**src/hdl/tmv_pkg.sv**
```systemverilog
// Shared types, codes and limits for the tagged message validator.
// Depends on nothing; the check logic, the top level and the testbench refer to it by scoped names.
package tmv_pkg;

	localparam int MAX_MESSAGE_BYTES = 65536;
	localparam int MAX_TAGS          = 65535;

	// data byte count stops here, never beyond what the 17-bit field holds
	localparam logic [16:0] DATA_SAT =
		17'((MAX_MESSAGE_BYTES > 'h1FFFF) ? 'h1FFFF : MAX_MESSAGE_BYTES);
	localparam logic [15:0] INDEX_SAT = 16'hFFFF;

	typedef enum logic [1:0] {
		PH_COUNT  = 2'd0,
		PH_OFFSET = 2'd1,
		PH_TAG    = 2'd2,
		PH_DATA   = 2'd3
	} phase_t;

	typedef enum logic [2:0] {
		ERR_NONE          = 3'd0,
		ERR_TOO_MANY_TAGS = 3'd1,
		ERR_TRUNC_OFFSETS = 3'd2,
		ERR_OFFSET_DECR   = 3'd3,
		ERR_OFFSET_ALIGN  = 3'd4,
		ERR_TRUNC_TAGS    = 3'd5,
		ERR_TAG_ORDER     = 3'd6,
		ERR_OFFSET_PAST   = 3'd7
	} err_t;

	typedef struct packed {
		phase_t      phase;
		logic [15:0] decl_tags;
		logic [15:0] sect_cnt;
		logic [31:0] prev_offset;
		logic [31:0] prev_tag;
		logic [16:0] data_cnt;
		err_t        err;
	} state_t;

	typedef struct packed {
		logic [1:0]  word_kind;
		logic [15:0] element_index;
		logic        message_done;
		logic        message_ok;
		logic [2:0]  error_code;
		logic [15:0] tag_count;
		logic [16:0] data_bytes;
	} result_t;

	localparam state_t STATE_RESET = '{
		phase:       PH_COUNT,
		decl_tags:   16'd0,
		sect_cnt:    16'd0,
		prev_offset: 32'd0,
		prev_tag:    32'd0,
		data_cnt:    17'd0,
		err:         ERR_NONE
	};

endpackage

```
**src/hdl/tmv_in_if.sv**
```systemverilog
// Input channel of the validator: one message word per beat.
// Depends on nothing.
interface tmv_in_if;
	logic        valid;
	logic        ready;
	logic [31:0] msg_word;
	logic        last_word;

	modport source (output valid, output msg_word, output last_word, input ready);
	modport sink   (input valid, input msg_word, input last_word, output ready);
endinterface

```
**src/hdl/tmv_out_if.sv**
```systemverilog
// Output channel of the validator: one result per input beat.
// Depends on nothing.
interface tmv_out_if;
	logic        valid;
	logic        ready;
	logic [1:0]  word_kind;
	logic [15:0] element_index;
	logic        message_done;
	logic        message_ok;
	logic [2:0]  error_code;
	logic [15:0] tag_count;
	logic [16:0] data_bytes;

	modport source (output valid, output word_kind, output element_index,
		output message_done, output message_ok, output error_code,
		output tag_count, output data_bytes, input ready);
	modport sink   (input valid, input word_kind, input element_index,
		input message_done, input message_ok, input error_code,
		input tag_count, input data_bytes, output ready);
endinterface

```
**src/hdl/tmv_check.sv**
```systemverilog
// Per-word check logic: next parser state and the result for one word.
// Depends on tmv_pkg.
module tmv_check (
	input  tmv_pkg::state_t  st,
	input  logic [31:0]      msg_word,
	input  logic             last_word,
	output tmv_pkg::state_t  st_nxt,
	output tmv_pkg::result_t res
);

	logic [16:0]       cnt_inc;
	logic [17:0]       data_sum;
	tmv_pkg::err_t     step_err;
	tmv_pkg::err_t     err_a;
	tmv_pkg::err_t     err_b;
	tmv_pkg::phase_t   phase_nxt;
	tmv_pkg::state_t   st_step;

	assign cnt_inc  = {1'b0, st.sect_cnt} + 17'd1;
	assign data_sum = {1'b0, st.data_cnt} + 18'd4;

	// next phase
	always_comb begin
		phase_nxt = st.phase;
		case (st.phase)
			tmv_pkg::PH_COUNT: begin
				if (msg_word > 32'(tmv_pkg::MAX_TAGS) || msg_word == 32'd0)
					phase_nxt = tmv_pkg::PH_DATA;
				else if (msg_word == 32'd1)
					phase_nxt = tmv_pkg::PH_TAG;
				else
					phase_nxt = tmv_pkg::PH_OFFSET;
			end
			tmv_pkg::PH_OFFSET: begin
				if (cnt_inc >= ({1'b0, st.decl_tags} - 17'd1))
					phase_nxt = tmv_pkg::PH_TAG;
			end
			tmv_pkg::PH_TAG: begin
				if (cnt_inc >= {1'b0, st.decl_tags})
					phase_nxt = tmv_pkg::PH_DATA;
			end
			default: phase_nxt = st.phase;
		endcase
	end

	// datapath registers and the error raised by this word
	always_comb begin
		st_step       = st;
		st_step.phase = phase_nxt;
		step_err      = tmv_pkg::ERR_NONE;
		case (st.phase)
			tmv_pkg::PH_COUNT: begin
				st_step.sect_cnt    = 16'd0;
				st_step.prev_offset = 32'd0;
				st_step.prev_tag    = 32'd0;
				st_step.data_cnt    = 17'd0;
				if (msg_word > 32'(tmv_pkg::MAX_TAGS)) begin
					step_err          = tmv_pkg::ERR_TOO_MANY_TAGS;
					st_step.decl_tags = 16'hFFFF;
				end else begin
					st_step.decl_tags = msg_word[15:0];
				end
			end
			tmv_pkg::PH_OFFSET: begin
				if (msg_word < st.prev_offset)
					step_err = tmv_pkg::ERR_OFFSET_DECR;
				else if (msg_word[1:0] != 2'b00)
					step_err = tmv_pkg::ERR_OFFSET_ALIGN;
				st_step.prev_offset = msg_word;
				st_step.sect_cnt    = (phase_nxt == tmv_pkg::PH_TAG) ? 16'd0 : cnt_inc[15:0];
			end
			tmv_pkg::PH_TAG: begin
				if (st.sect_cnt != 16'd0 && msg_word <= st.prev_tag)
					step_err = tmv_pkg::ERR_TAG_ORDER;
				st_step.prev_tag = msg_word;
				st_step.sect_cnt = (phase_nxt == tmv_pkg::PH_DATA) ? 16'd0 : cnt_inc[15:0];
			end
			default: begin
				if (data_sum > {1'b0, tmv_pkg::DATA_SAT})
					st_step.data_cnt = tmv_pkg::DATA_SAT;
				else
					st_step.data_cnt = data_sum[16:0];
				if (st.sect_cnt != tmv_pkg::INDEX_SAT)
					st_step.sect_cnt = cnt_inc[15:0];
			end
		endcase
	end

	// keep only the first error of the message; on the last word, add the end-of-message checks
	always_comb begin
		err_a = st.err;
		if (err_a == tmv_pkg::ERR_NONE)
			err_a = step_err;
		err_b = err_a;
		if (last_word && err_a == tmv_pkg::ERR_NONE) begin
			if (phase_nxt == tmv_pkg::PH_OFFSET)
				err_b = tmv_pkg::ERR_TRUNC_OFFSETS;
			else if (phase_nxt == tmv_pkg::PH_TAG)
				err_b = tmv_pkg::ERR_TRUNC_TAGS;
			else if (st_step.prev_offset > {15'd0, st_step.data_cnt})
				err_b = tmv_pkg::ERR_OFFSET_PAST;
		end
	end

	always_comb begin
		res.word_kind     = st.phase;
		res.element_index = (st.phase == tmv_pkg::PH_COUNT) ? 16'd0 : st.sect_cnt;
		res.message_done  = last_word;
		res.message_ok    = last_word && (err_b == tmv_pkg::ERR_NONE);
		res.error_code    = err_b;
		res.tag_count     = st_step.decl_tags;
		res.data_bytes    = st_step.data_cnt;
	end

	// return to the reset state once the message has ended
	always_comb begin
		if (last_word) begin
			st_nxt = tmv_pkg::STATE_RESET;
		end else begin
			st_nxt     = st_step;
			st_nxt.err = err_b;
		end
	end

endmodule

```
**src/hdl/tagged_message_validator_top.sv**
```systemverilog
// Top level of the tagged message validator: input register, check logic,
// result register. Depends on tmv_pkg, tmv_in_if, tmv_out_if and tmv_check.
//
// Usage: words of a message enter on msg_in, one 32-bit word per beat, with
// last_word high on the final word. Every input beat yields exactly one
// result beat on res_out, in order: the kind of the word, its index within
// its section, the declared tag count, the data byte count so far and the
// sticky error. On the last word message_done is high and message_ok gives
// the verdict; the parser then waits for the next count word.
// A word passes the input register, then the check logic into the result register.
// Throughput is one word per cycle while the receiver does not stall, set by the
// combinational state update between the input register and the result register.
// When the receiver stalls, the result register holds and the input register
// still takes one more word; msg_in.ready falls only when both are full.
// Reset clears both valid flags and returns the parser to the count word.
module tagged_message_validator_top (
	input  logic        clk,
	input  logic        arst_n,
	tmv_in_if.sink      msg_in,
	tmv_out_if.source   res_out
);

	logic              valid_s1;
	logic [31:0]       word_s1;
	logic              last_s1;
	logic              valid_s2;
	tmv_pkg::result_t  res_s2;
	tmv_pkg::result_t  res_nxt;
	tmv_pkg::state_t   st_q;
	tmv_pkg::state_t   st_nxt;
	logic              advance;

	// result register free, or emptied this cycle
	assign advance      = !valid_s2 || res_out.ready;
	assign msg_in.ready = !valid_s1 || advance;

	always_ff @(posedge clk or negedge arst_n) begin
		if (!arst_n) begin
			valid_s1 <= 1'b0;
		end else if (msg_in.ready) begin
			valid_s1 <= msg_in.valid;
		end
	end

	always_ff @(posedge clk) begin
		if (msg_in.ready && msg_in.valid) begin
			word_s1 <= msg_in.msg_word;
			last_s1 <= msg_in.last_word;
		end
	end

	tmv_check u_check (
		.st        (st_q),
		.msg_word  (word_s1),
		.last_word (last_s1),
		.st_nxt    (st_nxt),
		.res       (res_nxt)
	);

	always_ff @(posedge clk or negedge arst_n) begin
		if (!arst_n) begin
			st_q     <= tmv_pkg::STATE_RESET;
			valid_s2 <= 1'b0;
		end else if (advance) begin
			valid_s2 <= valid_s1;
			if (valid_s1)
				st_q <= st_nxt;
		end
	end

	always_ff @(posedge clk) begin
		if (advance && valid_s1)
			res_s2 <= res_nxt;
	end

	assign res_out.valid         = valid_s2;
	assign res_out.word_kind     = res_s2.word_kind;
	assign res_out.element_index = res_s2.element_index;
	assign res_out.message_done  = res_s2.message_done;
	assign res_out.message_ok    = res_s2.message_ok;
	assign res_out.error_code    = res_s2.error_code;
	assign res_out.tag_count     = res_s2.tag_count;
	assign res_out.data_bytes    = res_s2.data_bytes;

	a_ok_clean: assert property (@(posedge clk) disable iff (!arst_n)
		valid_s2 && res_s2.message_ok |->
			res_s2.message_done && res_s2.error_code == tmv_pkg::ERR_NONE)
		else $error("message_ok with an error or without message_done");

	a_count_index: assert property (@(posedge clk) disable iff (!arst_n)
		valid_s2 && res_s2.word_kind == tmv_pkg::PH_COUNT |->
			res_s2.element_index == 16'd0 && res_s2.data_bytes == 17'd0)
		else $error("count word with nonzero index or data count");

	a_data_sat: assert property (@(posedge clk) disable iff (!arst_n)
		valid_s2 |-> res_s2.data_bytes <= tmv_pkg::DATA_SAT)
		else $error("data byte count beyond saturation");

	a_restart: assert property (@(posedge clk) disable iff (!arst_n)
		advance && valid_s1 && last_s1 |=> st_q.phase == tmv_pkg::PH_COUNT &&
			st_q.err == tmv_pkg::ERR_NONE)
		else $error("parser not back at count word after last word");

endmodule

```
**src/flat_wrapper.sv**
```systemverilog
// flat-port wrapper written by rule: the top's interface ports become plain ports
module tagged_message_validator_top_flat 
  (clk, arst_n, msg_in_valid, msg_in_msg_word, msg_in_last_word, msg_in_ready, res_out_valid, res_out_word_kind, res_out_element_index, res_out_message_done, res_out_message_ok, res_out_error_code, res_out_tag_count, res_out_data_bytes, res_out_ready);
  tmv_in_if msg_in_i ();
  tmv_out_if res_out_i ();
  input  logic clk;
  input  logic arst_n;
  input wire logic [$bits(msg_in_i.valid)-1:0] msg_in_valid;
  input wire logic [$bits(msg_in_i.msg_word)-1:0] msg_in_msg_word;
  input wire logic [$bits(msg_in_i.last_word)-1:0] msg_in_last_word;
  output wire logic [$bits(msg_in_i.ready)-1:0] msg_in_ready;
  output wire logic [$bits(res_out_i.valid)-1:0] res_out_valid;
  output wire logic [$bits(res_out_i.word_kind)-1:0] res_out_word_kind;
  output wire logic [$bits(res_out_i.element_index)-1:0] res_out_element_index;
  output wire logic [$bits(res_out_i.message_done)-1:0] res_out_message_done;
  output wire logic [$bits(res_out_i.message_ok)-1:0] res_out_message_ok;
  output wire logic [$bits(res_out_i.error_code)-1:0] res_out_error_code;
  output wire logic [$bits(res_out_i.tag_count)-1:0] res_out_tag_count;
  output wire logic [$bits(res_out_i.data_bytes)-1:0] res_out_data_bytes;
  input wire logic [$bits(res_out_i.ready)-1:0] res_out_ready;
  assign msg_in_i.valid = msg_in_valid;
  assign msg_in_i.msg_word = msg_in_msg_word;
  assign msg_in_i.last_word = msg_in_last_word;
  assign msg_in_ready = msg_in_i.ready;
  assign res_out_valid = res_out_i.valid;
  assign res_out_word_kind = res_out_i.word_kind;
  assign res_out_element_index = res_out_i.element_index;
  assign res_out_message_done = res_out_i.message_done;
  assign res_out_message_ok = res_out_i.message_ok;
  assign res_out_error_code = res_out_i.error_code;
  assign res_out_tag_count = res_out_i.tag_count;
  assign res_out_data_bytes = res_out_i.data_bytes;
  assign res_out_i.ready = res_out_ready;
  tagged_message_validator_top u_core (.clk(clk), .arst_n(arst_n), .msg_in(msg_in_i), .res_out(res_out_i));
endmodule
```
**config.mk**
```make
export PLATFORM = sky130hd
export DESIGN_NAME = tagged_message_validator_top_flat
export DESIGN_NICKNAME = d
export VERILOG_FILES = /design/src/hdl/tmv_pkg.sv /design/src/hdl/tmv_in_if.sv /design/src/hdl/tmv_out_if.sv /design/src/hdl/tmv_check.sv /design/src/hdl/tagged_message_validator_top.sv /design/src/flat_wrapper.sv
export SDC_FILE = /design/constraint.sdc
export NUM_CORES = 1
export LEC_CHECK = 0
export BUFFER_PORTS_ARGS = -buffer_cell sky130_fd_sc_hd__buf_2
export CAP_MARGIN = 0
export CORE_MARGIN = 2
export CORE_UTILIZATION = 35
export DETAILED_ROUTE_END_ITERATION = 10
export SYNTH_ARGS = -nofsm -noshare
export SYNTH_HDL_FRONTEND = slang
export SYNTH_SLANG_ARGS = --single-unit
```
**constraint.sdc**
```tcl
create_clock -name clk -period 4.9 [get_ports clk]
set_input_delay 0.245 -clock clk [delete_from_list [all_inputs] [get_ports clk]]
set_output_delay 0.245 -clock clk [all_outputs]
set_load 0.05 [all_outputs]
```
# Word level (Yosys, flattened, before mapping)
# Index checks and enable logic that the tools add are counted.
[classes]
add_sub_neg = 3
magnitude_cmp = 7
n_reduce_logical = 23
mux = 26
eq_ne = 7
[op_table]
columns = ["operator", "n"]
rows = [
  ["one-hot mux 32 bit (2 select lines)", 2],
  ["2-to-1 mux 118 bit", 1],
  ["2-to-1 mux 16 bit", 5],
  ["one-hot mux 16 bit (3 select lines)", 1],
  ["one-hot mux 17 bit (2 select lines)", 1],
  ["equality test 32 x 1 -> 1 bit, second input constant", 1],
  ["> comparator 32 x 16 -> 1 bit, second input constant", 1],
  ["> comparator 32 x 17 -> 1 bit", 1],
  ["less-or-equal comparator 32 bit", 1],
  ["zero test 32 bit", 1],
  ["< comparator 32 bit", 1],
  ["2-to-1 mux 3 bit", 8],
  ["adder 17 x 3 -> 18 bit, second input constant", 1],
  ["> comparator 18 x 17 -> 1 bit, second input constant", 1],
  ["adder 16 x 1 -> 17 bit, second input constant", 1],
  ["greater-or-equal comparator 17 x 16 -> 1 bit", 1],
  ["greater-or-equal comparator 17 bit", 1],
  ["2-to-1 mux 17 bit", 1],
  ["subtractor 16 x 1 -> 17 bit, second input constant", 1],
  ["inequality test 16 bit, second input constant", 1],
  ["nonzero test 16 bit", 1],
  ["zero test 3 bit", 3],
  ["one-hot mux 3 bit (3 select lines)", 1],
  ["2-to-1 mux 2 bit", 4],
  ["other kinds (14)", 25],
]
[word_totals]
out_inout_bits = 58
reg_bits = 209
wordCells = 84

# Logic depth before layout (Yosys ltp)
# Gate-level depths: netlist (run 1).
[depth]
ltp_word = 11
ltp_mapped = 20
mapped_depth_nobuf = 18

# Modules after synthesis
# From an unflattened synthesis (run 1), not the netlist that was laid out.
[hier_totals]
hier_cells = 1332
area_unflattened_um2 = 13850.8
[modules_own_cells]
columns = ["mod", "cells_each", "instances", "area_each_um2", "seq_area_each_um2"]
rows = [
  ["tagged_message_validator_top", 347, 1, 7712.4, 5675.4],
  ["tmv_check", 985, 1, 6138.4, 0.0],
]

# Worst setup path before layout (run 1)
# OpenSTA, ideal clock, no wires.
[synth_path]
path_kind = "register to register"
start = "register u_core.st_q[10] in the netlist's numbering"
end = "register u_core.res_s2, in the netlist u_core.res_out.error_code[1] (data pin)"
t_arrival_ps = 4473
path_stages_with_launch = 20
t_required_ps = 4755
path_slack_ps = 281
n_path_buf = 3
cell_sequence = "dfrtp_1 > clkbuf_1 > nand4_1 > nor4_1 > mux2i_1 > o211ai_1 > o31ai_2 > buf_2 > buf_2 > nand2_1 > and2_1 > ha_1 > nand3_1 > o22ai_1 > nor3_1 > o311a_1 > a22o_1 > a211o_1 > maj3_1 > o21ai_1"
[synth_rtl]
columns = ["item", "line", "rtl"]
rows = [
  ["from (decl)", "tagged_message_validator_top.sv:29", "tmv_pkg::state_t st_q;"],
  ["from (signal assigned)", "tagged_message_validator_top.sv:62", "st_q <= tmv_pkg::STATE_RESET;"],
  ["from (signal assigned)", "tagged_message_validator_top.sv:67", "st_q <= st_nxt;"],
  ["to (signal assigned)", "tagged_message_validator_top.sv:73", "res_s2 <= res_nxt;"],
  ["to (decl)", "tagged_message_validator_top.sv:27", "tmv_pkg::result_t res_s2;"],
]

==> summary.md, run 1 <==
For the worst-skew pair, the clock arrives at the later sink with an insertion delay of 0.54 ns. The root buffer cell chosen for the clock tree is sky130_fd_sc_hd__clkbuf_16. In this run the cell area of the synthesized design comes to 0.01253 sq mm. In this run the critical register-to-register path is launched from u_core.st_q[7]. Setup violations remaining at the end of the flow were counted as 0.

For this design the static power due to leakage is 6.254 nW. The initial antenna violation count came out at 0. The share of final-layout standard cells stronger than drive strength 1 was 12.69%; the global placement routability congestion was 0.8621. Of the total power, the clock network draws 26.0%. The class of the tightest hold or removal check was input port to flip-flop.

The die is 193.2 microns tall. The tools report the number of distinct standard cells referenced by the synthesized netlist as 70. sky130_fd_sc_hd__dfrtp_1 takes more of the synthesized area than any other cell.

Global routing consumed, over all layers together, 18.26% of the routing resources. After detailed routing, the number of remaining DRC violations is 0. The number of placement rows was 69; the fraction of synthesized cell area in xor and xnor cells was 2.027%.

Number of buffers and inverters on the critical path: 2. The critical path goes through and3_1, a311o_1, a2111oi_1, o211ai_1, buf_4, o31ai_4, buf_4, nand2_1, and2_1, ha_1, nand3_1, o22ai_1, nor3_1, o311a_1, a22o_1, a211o_1, maj3_1, o21ai_1. The time the worst path needs with I/O delays and setup works out to 4.705 ns. For this design, the slowest cell found on the critical path is sky130_fd_sc_hd__dfrtp_1. TritonCTS built the clock tree.

TritonCTS created 25 clock buffers. The core region is 0.03540 sq mm. The worst hold path was traced through 3 stages. The clock drives 209 sinks. The critical path in this run is classified as flip-flop to flip-flop. For the final database, setup skew stands at 0.01304 ns. The floorplan step defined a die boundary enclosing 0.03733 sq mm. The path with the worst hold slack has its endpoint at u_core.valid_s1. For the sequential fraction of the synthesis area, the log shows 45.30%. The capture point of the worst reg-to-reg path is u_core.res_out.error_code[1]. The area share of and/or/nand/nor cells after synthesis was 17.12%. Among the stages of the critical path, the cell type that occurs most often is sky130_fd_sc_hd__buf_4. Counting flops and latches in the post-synthesis netlist gives 209.

The average wire per cell in the routed design was 17.58 microns. The worst hold path begins at res_out_ready. The critical path's top delay family is compound AO/OA/AOI/OAI gates. For this design the ratio of total power to cell area is 479.2 mW/mm^2. The count of antenna diodes in the layout came out at 0. In this run the register-to-register setup slack is 0.20 ns. The post-synthesis area per instance came out at 9.414 sq um. Yosys mapped a number of flops with a built-in enable equal to 89.

The maximum cell stage delay along the critical path works out to 0.48 ns. The number of max-slew violations in the final report is 0, and the internal power consumption is 4.268 mW. Once the floorplan was initialized, standard cells occupied 35.40% of the core. The logs give 1 for the H-tree depth and 5.09 ns for the data arrival time of the worst path.

The worst setup path is captured at a flip-flop. Setup repair after global routing could not meet its margin everywhere. Of all nets on the critical path, the largest fanout is 11.

For the pin with the worst max-slew slack, the measured transition is 0.8566 ns. The synthesized netlist devotes 17.37% of its cell area to compound gates. The startpoint type of the worst setup path is a flip-flop. The via count of the first global-routing pass is 10065, and the total number of nets in the final design is 1629.

For the synthesized netlist cell count, the log shows 1331. The run finished with clean final reports. The die width came out at 193.2 microns. After layout, the worst setup slack is 0.1951 ns. The number of ports placed on the die boundary was 95; the DRC violation total after the first TritonRoute iteration was 696.

The number of nets in the synthesized netlist is 1490. Dominant synthesized flop cell: sky130_fd_sc_hd__dfrtp_1. The worst path required time is 5.28 ns.

Before antenna repair, the detailed router went through 5 iterations. Share of synthesized registers carrying an async set or reset: 57.42%. Headroom to the max-slew limit: 42.37%.

Based on the critical path, the design can be clocked at up to 212.5 MHz. The worst path uses 96.02% of the clock period. The clock transition at the registers of the reported paths is 0.06 ns, and the length in cells of the worst reg-to-reg path is 18. Max-cap violations in this run came to 0. Detailed placer's ending HPWL: 24790 microns. Of the post-synthesis cell area, the part taken by muxes is 0.1598%. The area growth from synthesis to layout was 18.42%. After global routing the overflow that remains totals 0.

Wires add up to 34280 microns. After synthesis, the largest area contributor takes up 23.97% of total cell area. For the detailed-route via count, the log shows 10387. The leading cell type in the layout, fill and taps excluded is sky130_fd_sc_hd__nand2_1.

The pre-CTS worst setup slack was 0.1011 ns. Dominant combinational cell family by area after synthesis: compound AO/OA/AOI/OAI gates. The first global-routing pass estimated 55750 microns of wire. The top cell types in the final layout, fill and taps aside, are sky130_fd_sc_hd__nand2_1, sky130_fd_sc_hd__inv_1, sky130_fd_sc_hd__ha_1. The peak supply drop was 370.0 uV. Combinational logic burns 39.8% of the power. The tools report the hold violation total from the final report as 0. The final antenna-violating net count was 0. Entering global routing, the biggest net connects 82 pins. By area the synthesized netlist is led by sky130_fd_sc_hd__dfrtp_1, sky130_fd_sc_hd__edfxtp_1, sky130_fd_sc_hd__ha_1. The number of buffers on the longest clock path was 3; the switching component of the power was 2.842 mW.

The number of port buffers works out to 94. The share of total power dissipated in sequential elements is 34.2%. In this run switching power makes up 39.97% of total power. Dividing the detail-routed via count by the number of cells gives 5.327. Total of warnings raised by yosys: 0. The fraction of the mapped netlist area in adder cells was 12.26%; the accumulated negative setup slack was 0 ns.
[stage by stage]
step                util (%)  hold slack [ns]  cell area [sq um]  total power, mW  std cells
CTS                    41.79          0.01194              14790            7.155       1948
detailed placement     38.53           0.2261              13640            5.245       1867
floorplan                  -         -0.05059              12530            4.447       1331
global route           41.92          0.04376              14840            7.631       1950
global placement       38.53           0.2207              13640            5.191       1867
finish                 41.92          0.04425              14840            7.110       1950
[state kept, by name (all words and copies together), names as in the netlist]
| name | flops |
|---|---|
| u_core.res_out.message_ok | 1 |
| u_core.res_out.message_done | 1 |
| u_core.res_out.tag_count | 16 |
| u_core.res_out.data_bytes | 17 |
| u_core.valid_s1 | 1 |
| u_core.res_out.word_kind | 2 |
| u_core.st_q | 118 |
| u_core.last_s1 | 1 |
| u_core.word_s1 | 32 |
| u_core.res_out.valid | 1 |
| u_core.res_out.element_index | 16 |
| u_core.res_out.error_code | 3 |
[cell usage after synthesis (all sizes together) (4+ instances only)]
library cell	instances
nor3	22
nor2	91
a21oi	67
a2111oi	4
buf	14
ha	122
a21o	15
nand3	36
nand2b	7
or4	8
a22oi	25
or3	8
a211o	7
o31ai	7
o211a	4
a32o	7
and2	8
o21ai	116
and3	10
a211oi	6
nand3b	5
clkbuf	44
inv	122
nand2	174
a22o	22
edfxtp	89
o21a	5
dfrtp	120
o22ai	17
nand4	29
xnor2	27
nor4	30
o211ai	9
a31oi	5
nor2b	12
[power by group through the flow]
stage | sequential [mW] | combinational [mW] | clock, mW
3_3_place_gp | 2.45 | 2.74 | 0
3_5_place_dp | 2.46 | 2.78 | 0
4_1_cts | 2.43 | 2.82 | 1.91
6_report | 2.43 | 2.83 | 1.85
5_1_grt | 2.48 | 3.17 | 1.98
2_1_floorplan | 2.64 | 1.81 | 0
[cell type report]
cell class,count,area (sq um)
Clock inverter,10,138.9
Inverter,122,459.2
Clock buffer,36,666.9
Tap cell,461,576.8
Timing Repair Buffer,170,1144
Multi-Input combinational cell,942,6176
Sequential cell,209,5677
Fill cell,3485,20560
[worst max-delay path by stage]
stage               cells past startpoint                      endpoint       startpoint  slack [ns]
global route                           18  u_core.res_out.error_code[1]   u_core.st_q[7]       -0.11
global placement                       17  u_core.res_out.error_code[1]  u_core.st_q[13]         0.1
detailed placement                     17  u_core.res_out.error_code[1]  u_core.st_q[13]        0.10
CTS                                    17  u_core.res_out.error_code[1]  u_core.st_q[13]        0.05
floorplan                              19  u_core.res_out.error_code[1]  u_core.st_q[10]        0.28
finish                                 18  u_core.res_out.error_code[1]   u_core.st_q[7]        0.20
[layer usage]
metal	up-vias	routed length, microns	global-route usage (%)
met1	4980	16480	26.16
met3	38	1649	2.545
met2	261	15540	29.35
met5	-	0	0
li1	5108	-	-
met4	0	601	4.043
[tightest hold or removal path: cells and delay by family]
| kind | cells | cell delay (ns) |
|---|---|---|
| buffers and inverters | 1 | 0.08 |
| and+or+nand+nor | 2 | 0.21 |
[timing repair]
item                                    CTS  global route
endpoints found under the setup margin    0            12
resized for setup                         0             9
hold buffers                             35             0
hold endpoints to repair                 63             0
setup buffers                             0             2
[cells by family after synthesis]
group	after synthesis
fa+ha+maj	123
buf+inv	180
mux	2
simple gates	451
compound gates	337
xor+xnor	29
flops	209
Power figures use the tool's default switching activity.
==> run 2, diff against run 1 <==
--- a/config.mk
+++ b/config.mk
@@ -5,11 +5,13 @@
 export SDC_FILE = /design/constraint.sdc
 export NUM_CORES = 1
 export LEC_CHECK = 0
+export ABC_AREA = 1
 export BUFFER_PORTS_ARGS = -buffer_cell sky130_fd_sc_hd__buf_2
 export CAP_MARGIN = 0
 export CORE_MARGIN = 2
 export CORE_UTILIZATION = 35
 export DETAILED_ROUTE_END_ITERATION = 10
+export SLEW_MARGIN = 20
 export SYNTH_ARGS = -nofsm -noshare
 export SYNTH_HDL_FRONTEND = slang
 export SYNTH_SLANG_ARGS = --single-unit
==> summary.md, run 2 <==
The flow ran to the end, and the final reports show no timing, DRC or antenna violations. After Yosys synthesis, XOR and XNOR cells account for 1.935% of the synthesized area. At the pin with the least slew margin, the transition time is 1.062 ns. At the later pin of the worst-skew pair, clock insertion delay measures 0.52 ns. Die width: 190.9 microns. The post-synth net total was 1536. Number of flip-flops under the largest register name: 118. Initial antenna violation count: 0.

The run gives 17.84% as the total routing resource utilization after global routing. The critical path class is flip-flop to flip-flop. The critical path starts at u_core.st_q[5]. The worst pin sits at a relative slew slack of 28.93%.

Clock tree synthesis inserted a total of 25 buffers. The synthesized netlist cell count is 1377, and the synthesized-area fraction occupied by ao, oa, aoi and oai cells is 13.09%. For the sequential cell area in the final layout, the log shows 0.005675 sq mm. Yosys instantiated no cell more often than sky130_fd_sc_hd__inv_1. For the share of the core filled with cells, the log shows 41.99%. Setup slack on the critical path of the routed design comes to 0.6951 ns. VDD sags by at most 263.0 uV. Once the floorplan was initialized, standard cells occupied 35.47% of the core.

The area growth from synthesis to layout works out to 18.38%. Counting along the longest clock path gives a buffer depth of 3. Using the TritonRoute via totals, the vias-per-cell ratio works out to 5.108.

Met2 global-route usage: 28.82%. The average instance in the mapped netlist occupies 8.876 sq um. The clock transition at the registers of the reported paths is 0.06 ns.

TritonCTS built the clock tree. Fill cells in the final layout number 3448. The via count of the first global-routing pass was 9760; the number of max-slew violations in the final report was 0.

The largest fanout on the critical path was 10; the multiplexer share of the synthesized area was 0%. During I/O placement, the number of pins put on the boundary was 95. The total overflow left after global routing is 0.

For the detailed placer's ending HPWL, the log shows 22870 microns. The detailed-route via count was 10108. After layout, the minimum clock period comes to 4.205 ns. In this run the core area contains 68 standard-cell rows. The library cells used most frequently in the layout, excluding fill and tap cells, are sky130_fd_sc_hd__inv_1, sky130_fd_sc_hd__nand2_1, sky130_fd_sc_hd__ha_1.

Data arrives at the worst endpoint at 4.47 ns. The die footprint came out at 0.03643 sq mm. Max-cap violations in this run came to 0. The first global-routing pass estimated 51920 microns of wire.

The tree is rooted in a sky130_fd_sc_hd__clkbuf_16. The worst register-to-register path begins at u_core.st_q[5]. At the placement stage, the worst setup path has a slack of 0.3161 ns.

The tools report the area of the core as 0.03446 sq mm. Setup violations remaining at the end of the flow were counted as 0. Sorting the synthesized cells by how often they occur yields sky130_fd_sc_hd__inv_1, sky130_fd_sc_hd__nand2_1, sky130_fd_sc_hd__ha_1, sky130_fd_sc_hd__dfrtp_1, sky130_fd_sc_hd__o21ai_0.

The capture point of the critical path was u_core.res_out.error_code[0]. The floorplan step set the die height to 190.9 microns. The count of antenna diodes in the layout came out at 0. In the final layout, the multi-input gates occupy 0.005645 sq mm.

The first TritonRoute pass finished after 5 iterations. For the final database, setup skew stands at 0.01439 ns. The top register by number of flip-flops is u_core.st_q. The global placement routability congestion was 0.8675.

Power spread over the standard cell area amounts to 505.5 mW/mm^2. Static leakage: 6.403 nW. The tools report the startpoint type of the worst setup path as a flip-flop. After synthesis, the largest area contributor takes up 24.57% of total cell area.

The worst hold path belongs to the class input port to asynchronous set/reset pin. The worst path uses 85.81% of the clock period. The largest registers in the layout are u_core.st_q x118, u_core.word_s1 x32, u_core.res_out.data_bytes x17. The hold violation total from the final report was 0. Number of port buffers: 94.

The tools report the post-route DRC violation count as 0. The type of destination of the critical path is a flip-flop. After global routing, the most crowded layer is met2. After detailed routing, the total wire length is 31940 microns. Synthesis inferred 209 register bits. Minimum setup slack among reg-to-reg paths: 0.70 ns. sky130_fd_sc_hd__dfrtp_1 takes more of the synthesized area than any other cell. The average wire per cell in the routed design works out to 16.14 microns.

For this run, the top clock speed supported by timing is 237.8 MHz. The tools report the number of clock sinks as 209. The endpoint identified for the worst register-to-register timing path is u_core.res_out.error_code[0]. The number of buffers inserted by post-CTS setup repair is 0.

The library cell used most frequently in the layout, excluding fill and tap cells, is sky130_fd_sc_hd__inv_1. The length in cells of the worst reg-to-reg path is 26, and the total number of nets in the final design is 1665. Entering global routing, the biggest net connects 164 pins. Dominant combinational cell family by area after synthesis: simple AND/OR/NAND/NOR gates.

At the worst endpoint, the required time is 5.17 ns. In the global route stage, met3 resource usage came out at 2.374%. The share of synthesized registers carrying an async set or reset was 57.42%; the total of warnings raised by yosys was 0. Number of synthesized flops with an enable pin: 89. Synthesis instantiated 49 different standard cells from the library.

Setup repair after global routing left no endpoint under its margin. The share of final-layout standard cells stronger than drive strength 1 works out to 12.34%. Area share of and/or/nand/nor cells after synthesis: 18.33%. The DRC violation total after the first TritonRoute iteration came out at 664. Summing every instance area after synthesis gives 0.01222 sq mm.

For the sequential fraction of the synthesis area, the log shows 46.44%. By area the synthesized netlist is led by sky130_fd_sc_hd__dfrtp_1, sky130_fd_sc_hd__edfxtp_1, sky130_fd_sc_hd__ha_1. Once detail routing completed, the nets flagged for antenna violations numbered 0. The dominant synthesized flop cell was sky130_fd_sc_hd__dfrtp_1. The tools report the H-tree depth as 1.

The tools report the global routing met1 resource utilization as 25.34%. Power comes to 7.314 mW. Summing the areas of all fa, ha and maj instances in the mapped netlist gives 12.49% of the synthesized area.

The accumulated negative setup slack came out at 0 ns.
==> run 2: metal layers <==
metal / vias up / share of wire (%)
met1: 4827 / 47
met5: - / 0
met2: 230 / 46
met4: 0 / 1.7
li1: 5016 / -
met3: 35 / 4.8
==> run 2: layout make-up <==
class | count | area share, %
timing repair buffer | 144 | 6.599
clock inverter | 16 | 1.323
multi-input combinational | 918 | 39.02
tap | 455 | 3.935
sequential | 209 | 39.23
clock buffer | 29 | 4.497
inverter | 208 | 5.397
==> run 2: timing repair <==
action,CTS,global route
hold buffers,36,0
gates resized for setup,0,4
setup endpoints to repair,0,16
hold endpoints to repair,109,0
==> run 2: through the flow <==
stage	instances	hold WS (ns)	area, sq um
global route	1979	0.4178	14470
CTS	1979	0.3992	14450
finish	1979	0.3632	14470
detailed placement	1898	0.4231	13240
global placement	1898	0.4231	13240
floorplan	1377	-0.05059	12220
==> run 2: worst min-delay path by stage <==
stage	from	cells after the start	slack, ns	to
2_1_floorplan	arst_n	0	-0.05	u_core.res_out.valid
4_1_cts	msg_in_msg_word[19]	2	0.40	u_core.word_s1[19]
6_report	arst_n	2	0.36	u_core.st_q[13]
3_5_place_dp	msg_in_msg_word[21]	1	0.42	u_core.word_s1[21]
3_3_place_gp	msg_in_msg_word[18]	1	0.42	u_core.word_s1[18]
5_1_grt	msg_in_msg_word[13]	2	0.42	u_core.word_s1[13]
==> run 2: cells by family after synthesis <==
kind of cell / after synthesis
buffers and inverters: 250
adders and majority gates: 122
DFF: 209
xor gates and xnor gates: 27
and+or+nand+nor: 487
AOI/OAI and AO/OA: 282
==> run 2: worst max-delay path, stage by stage, from the launching register on <==
cell	delay (ns)
sky130_fd_sc_hd__dfrtp_1	0.46
sky130_fd_sc_hd__ha_1	0.29
sky130_fd_sc_hd__nand3_2	0.12
sky130_fd_sc_hd__clkinv_1	0.16
sky130_fd_sc_hd__nand2_1	0.09
sky130_fd_sc_hd__nand2_1	0.05
sky130_fd_sc_hd__nand2_1	0.08
sky130_fd_sc_hd__nand2_1	0.06
sky130_fd_sc_hd__nor2_1	0.12
sky130_fd_sc_hd__nand2_2	0.09
sky130_fd_sc_hd__o21bai_4	0.32
sky130_fd_sc_hd__inv_1	0.19
sky130_fd_sc_hd__o32ai_1	0.47
sky130_fd_sc_hd__inv_1	0.15
sky130_fd_sc_hd__ha_1	0.32
sky130_fd_sc_hd__a21oi_1	0.13
sky130_fd_sc_hd__nor2_1	0.05
sky130_fd_sc_hd__a211oi_1	0.18
sky130_fd_sc_hd__nand2_1	0.08
sky130_fd_sc_hd__nand2_1	0.05
sky130_fd_sc_hd__nand2_1	0.04
sky130_fd_sc_hd__nand2_1	0.05
sky130_fd_sc_hd__nand2_1	0.05
sky130_fd_sc_hd__nand2_1	0.13
sky130_fd_sc_hd__nand2_1	0.08
sky130_fd_sc_hd__nand2_2	0.07
sky130_fd_sc_hd__nand2_1	0.05
==> run 2: power by group <==
part           internal [mW]  total, mW  switching [mW]
logic                  0.917       3.03            2.11
clock network           1.16       1.90           0.736
registers               2.20       2.39           0.190
total                   4.28       7.31            3.03
